==> src/rtl/core/hcbd_pkg.sv <==
// Shared constants and helpers for the chunked transfer body decoder.
// Holds status codes, character codes, register reset values and the hex digit decode.
// Depends on nothing; imported by http_chunked_body_decoder_unit.
package hcbd_pkg;

  // Result status codes
  localparam logic [1:0] ST_RUN = 2'd0;
  localparam logic [1:0] ST_OK  = 2'd1;
  localparam logic [1:0] ST_BAD = 2'd2;
  localparam logic [1:0] ST_BIG = 2'd3;

  // Character codes
  localparam logic [7:0] CH_SEMI = 8'h3B;
  localparam logic [7:0] CH_CR   = 8'h0D;
  localparam logic [7:0] CH_LF   = 8'h0A;

  // Configuration register indexes (word address bit 2)
  localparam logic REG_MAX_BODY = 1'b0;
  localparam logic REG_TRAILERS = 1'b1;

  // Register reset values
  localparam logic [31:0] MAX_BODY_RESET = 32'd1048576;
  localparam logic        TRAILERS_RESET = 1'b0;

  // Default number of significant size digits
  localparam int MAX_HEX_DIGITS_DEF = 8;

  // Hex digit decode: bit 4 flags a hex digit, bits 3:0 carry its value
  typedef logic [4:0] hex_dec_t;

  function automatic hex_dec_t hex_decode(input logic [7:0] c);
    hex_dec_t res;
    res = '0;
    if (c >= "0" && c <= "9") begin
      res = {1'b1, 4'(c - 8'h30)};
    end else if (c >= "a" && c <= "f") begin
      res = {1'b1, 4'(c - 8'h57)};
    end else if (c >= "A" && c <= "F") begin
      res = {1'b1, 4'(c - 8'h37)};
    end
    return res;
  endfunction

endpackage

==> src/rtl/core/http_chunked_body_decoder_unit.sv <==
// Top level of the HTTP/1.1 chunked transfer body decoder.
// Parses size lines, passes data bytes, checks CRLF framing and the body size limit.
// Depends on hcbd_pkg.
//
//  Channel  | Direction | Handshake          | Payload
//  ---------+-----------+--------------------+---------------------------------------------
//  in_      | request   | in_valid/in_stall  | in_data_byte, in_new_message
//  out_     | result    | out_valid/out_stall| out_byte, out_body_valid, out_status,
//           |           |                    | out_body_length
//  config   | APB write | psel/penable/...   | max_body_size (0x0), trailers_allowed (0x4)
//
// One request per clock while out_stall does not hold the result, one result per request.
// The request register feeds the parse state and the result register directly; the
// parser state advances in the same cycle as the result register loads.
// When out_stall holds the result, one more request is taken into the request register.
// Reset (rst_n low, synchronous) clears the parser and sets the registers to defaults.
module http_chunked_body_decoder_unit
  import hcbd_pkg::*;
#(
  parameter int MAX_HEX_DIGITS = MAX_HEX_DIGITS_DEF
) (
  input  logic        clk,
  input  logic        rst_n,
  // Request channel
  input  logic        in_valid,
  output logic        in_stall,
  input  logic [7:0]  in_data_byte,
  input  logic        in_new_message,
  // Result channel
  output logic        out_valid,
  input  logic        out_stall,
  output logic [7:0]  out_byte,
  output logic        out_body_valid,
  output logic [1:0]  out_status,
  output logic [31:0] out_body_length,
  // Configuration port
  input  logic        psel,
  input  logic        penable,
  input  logic        pwrite,
  input  logic [2:0]  paddr,
  input  logic [31:0] pwdata,
  output logic [31:0] prdata,
  output logic        pready
);

  // Size held in 32 bits, so no more than eight significant digits
  localparam int DIGIT_LIMIT = (MAX_HEX_DIGITS > 8) ? 8 : MAX_HEX_DIGITS;
  localparam int DIGIT_W     = $clog2(DIGIT_LIMIT + 1);
  localparam logic [DIGIT_W-1:0] DIGIT_MAX = DIGIT_W'(DIGIT_LIMIT);

  // Parser phases
  localparam logic [3:0] PH_SIZE       = 4'd0;
  localparam logic [3:0] PH_EXT        = 4'd1;
  localparam logic [3:0] PH_EXT_LF     = 4'd2;
  localparam logic [3:0] PH_SIZE_LF    = 4'd3;
  localparam logic [3:0] PH_DATA       = 4'd4;
  localparam logic [3:0] PH_DATA_CR    = 4'd5;
  localparam logic [3:0] PH_DATA_LF    = 4'd6;
  localparam logic [3:0] PH_TRAILER    = 4'd7;
  localparam logic [3:0] PH_TRAILER_LF = 4'd8;
  localparam logic [3:0] PH_FINAL_CR   = 4'd9;
  localparam logic [3:0] PH_FINAL_LF   = 4'd10;
  localparam logic [3:0] PH_DONE       = 4'd11;

  // Configuration registers
  logic [31:0] max_body_r;
  logic        trailers_r;

  // Request register
  logic        req_valid_r;
  logic [7:0]  req_byte_r;
  logic        req_new_r;

  // Parser state
  logic [3:0]         phase_r,  phase_nxt;
  logic [31:0]        remain_r, remain_nxt;
  logic [DIGIT_W-1:0] digits_r, digits_nxt;
  logic [31:0]        count_r,  count_nxt;
  logic               empty_r,  empty_nxt;
  logic [1:0]         status_r, status_nxt;

  // Result register
  logic        out_valid_r;
  logic [7:0]  out_byte_r,   byte_nxt;
  logic        out_bvalid_r, bvalid_nxt;
  logic [1:0]  out_status_r;
  logic [31:0] out_len_r;

  // Effective state after an optional new-message clear
  logic [3:0]         cur_phase;
  logic [31:0]        cur_remain;
  logic [DIGIT_W-1:0] cur_digits;
  logic [31:0]        cur_count;
  logic               cur_empty;
  logic [1:0]         cur_status;

  hex_dec_t    hex;
  logic [31:0] remain_dec;
  logic        advance;
  logic        in_accept;
  logic        cfg_write;

  // Handshake: the request register moves on whenever the result register can take it
  assign advance   = req_valid_r && (!out_valid_r || !out_stall);
  assign in_stall  = req_valid_r && !advance;
  assign in_accept = in_valid && !in_stall;
  assign cfg_write = psel && penable && pwrite && pready;

  assign pready = 1'b1;
  assign prdata = (paddr[2] == REG_TRAILERS) ? {31'd0, trailers_r} : max_body_r;

  // Configuration registers
  always_ff @(posedge clk) begin
    if (!rst_n) begin
      max_body_r <= MAX_BODY_RESET;
      trailers_r <= TRAILERS_RESET;
    end else if (cfg_write) begin
      if (paddr[2] == REG_MAX_BODY) begin
        max_body_r <= pwdata;
      end else begin
        trailers_r <= pwdata[0];
      end
    end
  end

  // Request register
  always_ff @(posedge clk) begin
    if (!rst_n) begin
      req_valid_r <= 1'b0;
    end else if (in_accept) begin
      req_valid_r <= 1'b1;
    end else if (advance) begin
      req_valid_r <= 1'b0;
    end
  end

  always_ff @(posedge clk) begin
    if (in_accept) begin
      req_byte_r <= in_data_byte;
      req_new_r  <= in_new_message;
    end
  end

  // New-message clear applied ahead of the byte
  always_comb begin
    if (req_new_r) begin
      cur_phase  = PH_SIZE;
      cur_remain = '0;
      cur_digits = '0;
      cur_count  = '0;
      cur_empty  = 1'b1;
      cur_status = ST_RUN;
    end else begin
      cur_phase  = phase_r;
      cur_remain = remain_r;
      cur_digits = digits_r;
      cur_count  = count_r;
      cur_empty  = empty_r;
      cur_status = status_r;
    end
  end

  assign hex        = hex_decode(req_byte_r);
  assign remain_dec = cur_remain - 32'd1;

  // Byte parser
  always_comb begin
    phase_nxt  = cur_phase;
    remain_nxt = cur_remain;
    digits_nxt = cur_digits;
    count_nxt  = cur_count;
    empty_nxt  = cur_empty;
    status_nxt = cur_status;
    byte_nxt   = 8'd0;
    bvalid_nxt = 1'b0;
    case (cur_phase)
      PH_SIZE: begin
        if (hex[4]) begin
          if (cur_remain == 32'd0 && hex[3:0] == 4'd0) begin
            // leading zero, not significant
            empty_nxt = 1'b0;
          end else if (cur_digits >= DIGIT_MAX) begin
            status_nxt = ST_BAD;
            phase_nxt  = PH_DONE;
          end else begin
            remain_nxt = {cur_remain[27:0], hex[3:0]};
            digits_nxt = cur_digits + DIGIT_W'(1);
            empty_nxt  = 1'b0;
          end
        end else if (req_byte_r == CH_SEMI || req_byte_r == CH_CR) begin
          if (cur_empty) begin
            status_nxt = ST_BAD;
            phase_nxt  = PH_DONE;
          end else begin
            phase_nxt = (req_byte_r == CH_SEMI) ? PH_EXT : PH_SIZE_LF;
          end
        end else begin
          status_nxt = ST_BAD;
          phase_nxt  = PH_DONE;
        end
      end
      PH_EXT: begin
        if (req_byte_r == CH_CR) begin
          phase_nxt = PH_EXT_LF;
        end
      end
      PH_EXT_LF, PH_SIZE_LF: begin
        if (req_byte_r != CH_LF) begin
          status_nxt = ST_BAD;
          phase_nxt  = PH_DONE;
        end else if (cur_remain != 32'd0) begin
          phase_nxt = PH_DATA;
        end else if (trailers_r) begin
          phase_nxt = PH_TRAILER;
          empty_nxt = 1'b1;
        end else begin
          phase_nxt = PH_FINAL_CR;
        end
      end
      PH_DATA: begin
        if (cur_count >= max_body_r) begin
          status_nxt = ST_BIG;
          phase_nxt  = PH_DONE;
        end else begin
          byte_nxt   = req_byte_r;
          bvalid_nxt = 1'b1;
          count_nxt  = cur_count + 32'd1;
          remain_nxt = remain_dec;
          if (remain_dec == 32'd0) begin
            phase_nxt = PH_DATA_CR;
          end
        end
      end
      PH_DATA_CR: begin
        if (req_byte_r == CH_CR) begin
          phase_nxt = PH_DATA_LF;
        end else begin
          status_nxt = ST_BAD;
          phase_nxt  = PH_DONE;
        end
      end
      PH_DATA_LF: begin
        if (req_byte_r == CH_LF) begin
          phase_nxt  = PH_SIZE;
          remain_nxt = '0;
          digits_nxt = '0;
          empty_nxt  = 1'b1;
        end else begin
          status_nxt = ST_BAD;
          phase_nxt  = PH_DONE;
        end
      end
      PH_TRAILER: begin
        if (req_byte_r == CH_CR) begin
          phase_nxt = PH_TRAILER_LF;
        end else begin
          empty_nxt = 1'b0;
        end
      end
      PH_TRAILER_LF: begin
        if (req_byte_r != CH_LF) begin
          status_nxt = ST_BAD;
          phase_nxt  = PH_DONE;
        end else if (cur_empty) begin
          status_nxt = ST_OK;
          phase_nxt  = PH_DONE;
        end else begin
          empty_nxt = 1'b1;
          phase_nxt = PH_TRAILER;
        end
      end
      PH_FINAL_CR: begin
        if (req_byte_r == CH_CR) begin
          phase_nxt = PH_FINAL_LF;
        end else begin
          status_nxt = ST_BAD;
          phase_nxt  = PH_DONE;
        end
      end
      PH_FINAL_LF: begin
        status_nxt = (req_byte_r == CH_LF) ? ST_OK : ST_BAD;
        phase_nxt  = PH_DONE;
      end
      default: begin
        // finished: bytes ignored until a new message
      end
    endcase
  end

  // Parser state update
  always_ff @(posedge clk) begin
    if (!rst_n) begin
      phase_r  <= PH_SIZE;
      remain_r <= '0;
      digits_r <= '0;
      count_r  <= '0;
      empty_r  <= 1'b1;
      status_r <= ST_RUN;
    end else if (advance) begin
      phase_r  <= phase_nxt;
      remain_r <= remain_nxt;
      digits_r <= digits_nxt;
      count_r  <= count_nxt;
      empty_r  <= empty_nxt;
      status_r <= status_nxt;
    end
  end

  // Result register
  always_ff @(posedge clk) begin
    if (!rst_n) begin
      out_valid_r <= 1'b0;
    end else if (advance) begin
      out_valid_r <= 1'b1;
    end else if (!out_stall) begin
      out_valid_r <= 1'b0;
    end
  end

  always_ff @(posedge clk) begin
    if (advance) begin
      out_byte_r   <= byte_nxt;
      out_bvalid_r <= bvalid_nxt;
      out_status_r <= status_nxt;
      out_len_r    <= count_nxt;
    end
  end

  assign out_valid       = out_valid_r;
  assign out_byte        = out_byte_r;
  assign out_body_valid  = out_bvalid_r;
  assign out_status      = out_status_r;
  assign out_body_length = out_len_r;

  // Checks
  a_done_iff_final: assert property (@(posedge clk) disable iff (!rst_n)
    (phase_r == PH_DONE) == (status_r != ST_RUN))
    else $error("parser phase and final status disagree");

  a_body_only_running: assert property (@(posedge clk) disable iff (!rst_n)
    (out_valid_r && out_bvalid_r) |-> (out_status_r == ST_RUN && out_len_r != 32'd0))
    else $error("body byte delivered with final status or zero length");

  a_stall_cause: assert property (@(posedge clk) disable iff (!rst_n)
    in_stall |-> (out_valid_r && out_stall && req_valid_r))
    else $error("request stalled without a held result");

  a_count_steps: assert property (@(posedge clk) disable iff (!rst_n)
    (advance && !req_new_r && phase_r == PH_DATA && bvalid_nxt) |=>
      (count_r == $past(count_r) + 32'd1))
    else $error("body count did not step on a data byte");

endmodule
==> config.mk <==
export PLATFORM = sky130hd
export DESIGN_NAME = http_chunked_body_decoder_unit
export DESIGN_NICKNAME = d
export VERILOG_FILES = /design/src/rtl/core/hcbd_pkg.sv /design/src/rtl/core/http_chunked_body_decoder_unit.sv
export SDC_FILE = /design/constraint.sdc
export NUM_CORES = 1
export LEC_CHECK = 0
export BUFFER_PORTS_ARGS = -buffer_cell sky130_fd_sc_hd__buf_4
export CAP_MARGIN = 20
export CELL_PAD_IN_SITES_DETAIL_PLACEMENT = 2
export CELL_PAD_IN_SITES_GLOBAL_PLACEMENT = 2
export CORE_ASPECT_RATIO = 1.2
export CORE_MARGIN = 5
export CORE_UTILIZATION = 38
export CTS_CLUSTER_DIAMETER = 50
export CTS_CLUSTER_SIZE = 25
export DETAILED_ROUTE_END_ITERATION = 8
export PLACE_DENSITY = 0.95
export SLEW_MARGIN = 0
export SYNTH_ARGS = -nofsm -noshare
export SYNTH_HDL_FRONTEND = slang
export SYNTH_SLANG_ARGS = --single-unit
==> constraint.sdc <==
create_clock -name clk -period 12.9 [get_ports clk]
set_input_delay 2.58 -clock clk [delete_from_list [all_inputs] [get_ports clk]]
set_output_delay 2.58 -clock clk [all_outputs]
set_load 0.01 [all_outputs]
==> flow_metrics.py <==
metrics = {
    "sta": {
        "finalSetupViolCount": 0,
        "final_hold_viol_count": 0,
        "final.period_utilization_pct": 49.6,
        "finalCriticalPeriod_ns": 6.40,
        "tightest_slew_ns": 1.09,
        "hold_slack_ns": 0.471,
        "setup_tns_ns": 0,
        "rsz0062_at_grt": "false",
        "max_freq_ghz": 0.156,
        "fin_worst_skew_ns": 0.0158,
        "max_slew_margin_pct": 27.5,
        "slew_violations": 0,
    },
    "pwr": {
        "powerDensity_mw_per_mm2": 108,
        "p_leak_nw": 4.28,
        "peakVddDrop_mv": 0.101,
    },
    "clock_network": {
        "h-tree-depth": 4,
        "clk_path_buf_depth": 2,
        "hold_buffers": 0,
        "cts_setup_buffers": 0,
        "cts_inserted_buffers": 17,
        "cts_root_buffer": "clkbuf_16",
        "cts_resized": 0,
        "cts.clk_slew.worst_paths_ns": 0.07,
        "clk_latency_ns": 0.46,
        "cts_tree": "done",
        "cts.sinks": 162,
    },
    "finish": {
        "area_growth_pct": 16.7,
        "final_nets": 1388,
        "post_layout_nonfiller_instances": 1647,
        "final_area_mm2": 0.0117,
        "drive_above_1_share_pct": 15.6,
    },
    "floorplanning": {
        "fp.coreArea_mm2": 0.0262,
        "start_util_pct": 38.3,
        "placementRows": 65,
        "die_area_mm2": 0.0297,
        "chipHeight_um": 188,
        "ios": 129,
        "die_w_um": 158,
    },
    "worst_setup_path": {
        "max_stage_delay_ns": 0.78,
        "cp.arrival_ns": 6.73,
        "required_ns": 13.23,
        "path_buf_inv": 6,
        "cp-end-kind": "flop",
        "critPathKind": "reg -> reg",
        "cp_common_cell": "buf_4",
        "critPathTopFamily": "buffers and inverters",
        "cp_cell_sequence": "buf_4 -> buf_4 -> inv_2 -> buf_4 -> nand2_1 -> ha_1 -> nor2b_1 -> o21ai_0 -> a21oi_1 -> o2111ai_1 -> and2_0 -> buf_4 -> inv_2 -> nand2_1 -> or4_1 -> a31oi_1",
        "critical_path.max_fanout": 58,
        "start_kind": "flop",
        "critPathSlowestCell": "inv_2",
    },
    "place": {
        "portBuffers": 125,
        "place_congestion": 0.860,
        "place_area_mm2": 0.0111,
        "dp_hpwl_um": 30700,
        "dp_cells": 1613,
    },
    "status": {
        "outcome": "completed",
    },
    "route": {
        "wl_per_cell_um": 31.2,
        "drt_first_pass_iters": 5,
        "ant_nets": 0,
        "vias": 11000,
        "drtIter0Drc": 1212,
        "via_per_inst": 6.70,
        "drt_wl_total_um": 51300,
        "drcViolationCount": 0,
    },
    "grt": {
        "grt_max_degree": 65,
        "grt_pass1_vias": 12200,
        "track_usage_pct": 34.3,
        "grt_pass1_wl_um": 78100,
        "grt_antenna_before_repair": 2,
        "globalRouteOverflowTotal": 0,
    },
    "synth": {
        "netlist_area_mm2": 0.0100,
        "yosysTopAreaCell": "dfxtp_1",
        "synthArstFlopShare_pct": 0,
        "synth-seq-area-share_pct": 37.6,
        "synth-main-ff-cell": "dfxtp_1",
        "syn_avg_cell_area_um2": 8.16,
        "syn_nets": 1317,
        "ys_ff_latch": 162,
        "yosys.area.top_type_share_pct": 22.0,
        "ys_types": 79,
        "ys_top_cells_by_area": "dfxtp_1 (22%), edfxtp_1 (16%), nand2_1 (6.6%), ha_1 (4.9%), a21oi_1 (4.5%)",
        "yosysMostFrequentCell": "nand2_1",
        "synth_edf_count": 52,
        "synth_common_cells": "nand2_1 (176), dfxtp_1 (110), a21oi_1 (91), nor2_1 (91), o21ai_0 (89)",
        "synth.yosys.warnings": 0,
        "syn_inst": 1227,
    },
    "worst_hold_path": {
        "hold_path.class": "reg -> reg",
    },
    "flow_run": {
        "maxCapViolations": 0,
    },
}
==> area by class of cell <==
class,instances,area (um^2)
Antenna cell,1,2.50
Clock buffer,21,472
Clock inverter,11,103
Fill cell,2863,14500
Inverter,47,176
Multi-Input combinational cell,933,5730
Sequential cell,162,3760
Tap cell,335,419
Timing Repair Buffer,137,1030
==> worst reg2reg max path: stages, from the launching register on <==
cell	delay (ns)
edfxtp_1	0.38
buf_4	0.44
buf_4	0.65
inv_2	0.12
buf_4	0.31
nand2_1	0.28
ha_1	0.32
nor2b_1	0.16
o21ai_0	0.11
a21oi_1	0.49
o2111ai_1	0.34
and2_0	0.29
buf_4	0.24
inv_2	0.78
nand2_1	0.38
or4_1	0.65
a31oi_1	0.33
==> sequential cells by signal, summed over array words and instances, names as in the netlist <==
register	flops
count_r	32
digits_r	4
empty_r	1
max_body_r	32
out_body_length	32
out_body_valid	1
out_byte	8
out_status	2
out_valid	1
phase_r	4
remain_r	32
req_byte_r	8
req_new_r	1
req_valid_r	1
status_r	2
trailers_r	1
==> cells by family after synthesis <==
family | after synthesis | share of synthesized area [%]
AO/OA/AOI/OAI | 314 | 20.1
XOR/XNOR | 48 | 4.20
adder cells (fa/ha/maj) | 39 | 4.87
buffers and inverters | 132 | 5.28
flip-flops | 162 | 37.6
multiplexers | 34 | 3.42
other | 1 | 0.0374
AND/OR/NAND/NOR | 497 | 24.5
==> path summary, 6_finish.rpt <==
check / from / endpoint / slack (ns) / cells past startpoint
max: req_new_r / count_r[9] / 6.50 / 16
min: max_body_r[18] / max_body_r[18] / 0.47 / 2
max reg2reg: req_new_r / count_r[9] / 6.50 / 16
min reg2reg: max_body_r[18] / max_body_r[18] / 0.47 / 2
==> through the flow <==
| step | setup slack (ns) | utilization (%) | power [W] |
|---|---|---|---|
| 2_1_floorplan | 7.13 | - | 0.000656 |
| 3_3_place_gp | 6.89 | 42.4 | 0.000707 |
| 3_5_place_dp | 6.83 | 42.4 | 0.000721 |
| 4_1_cts | 6.75 | 44.6 | 0.00125 |
| 5_1_grt | 6.47 | 44.6 | 0.00129 |
| 6_report | 6.50 | 44.7 | 0.00126 |
==> routing by layer <==
metal / global-route usage (%) / wire (um)
met2: 57.5 / 25400
met5: 0 / 27
met4: 22.3 / 3770
met3: 7.46 / 3510
met1: 38.6 / 18600
==> report_power, final <==
group	internal, W	total, W	leakage [nW]	switching, W
registers	0.000539	0.000555	1.39	0.0000157
logic	0.0000574	0.000173	2.62	0.000115
clock network	0.000284	0.000534	0.279	0.000250
total	0.000880	0.00126	4.28	0.000381
==> placed cells by master (no fill, tap or decap), types with 12 or more instances in the layout <==
master	netlist	routed
dfxtp_1	110	110
ha_1	39	39
xnor2_1	31	31
inv_1	44	43
o21ai_0	89	89
nor4_1	16	16
mux2i_1	32	32
or3_1	14	14
clkbuf_16	0	18
or4_1	12	12
nand4_1	25	25
nand3_1	35	35
nor2b_1	41	40
xor2_1	17	17
nor3_1	27	27
and2_1	12	12
nor2_1	91	90
nand2_1	176	175
a31oi_1	22	22
edfxtp_1	52	52
o211ai_1	14	14
a21oi_1	91	91
a22o_1	24	24
buf_4	1	136
Power figures use the tool's default switching activity.
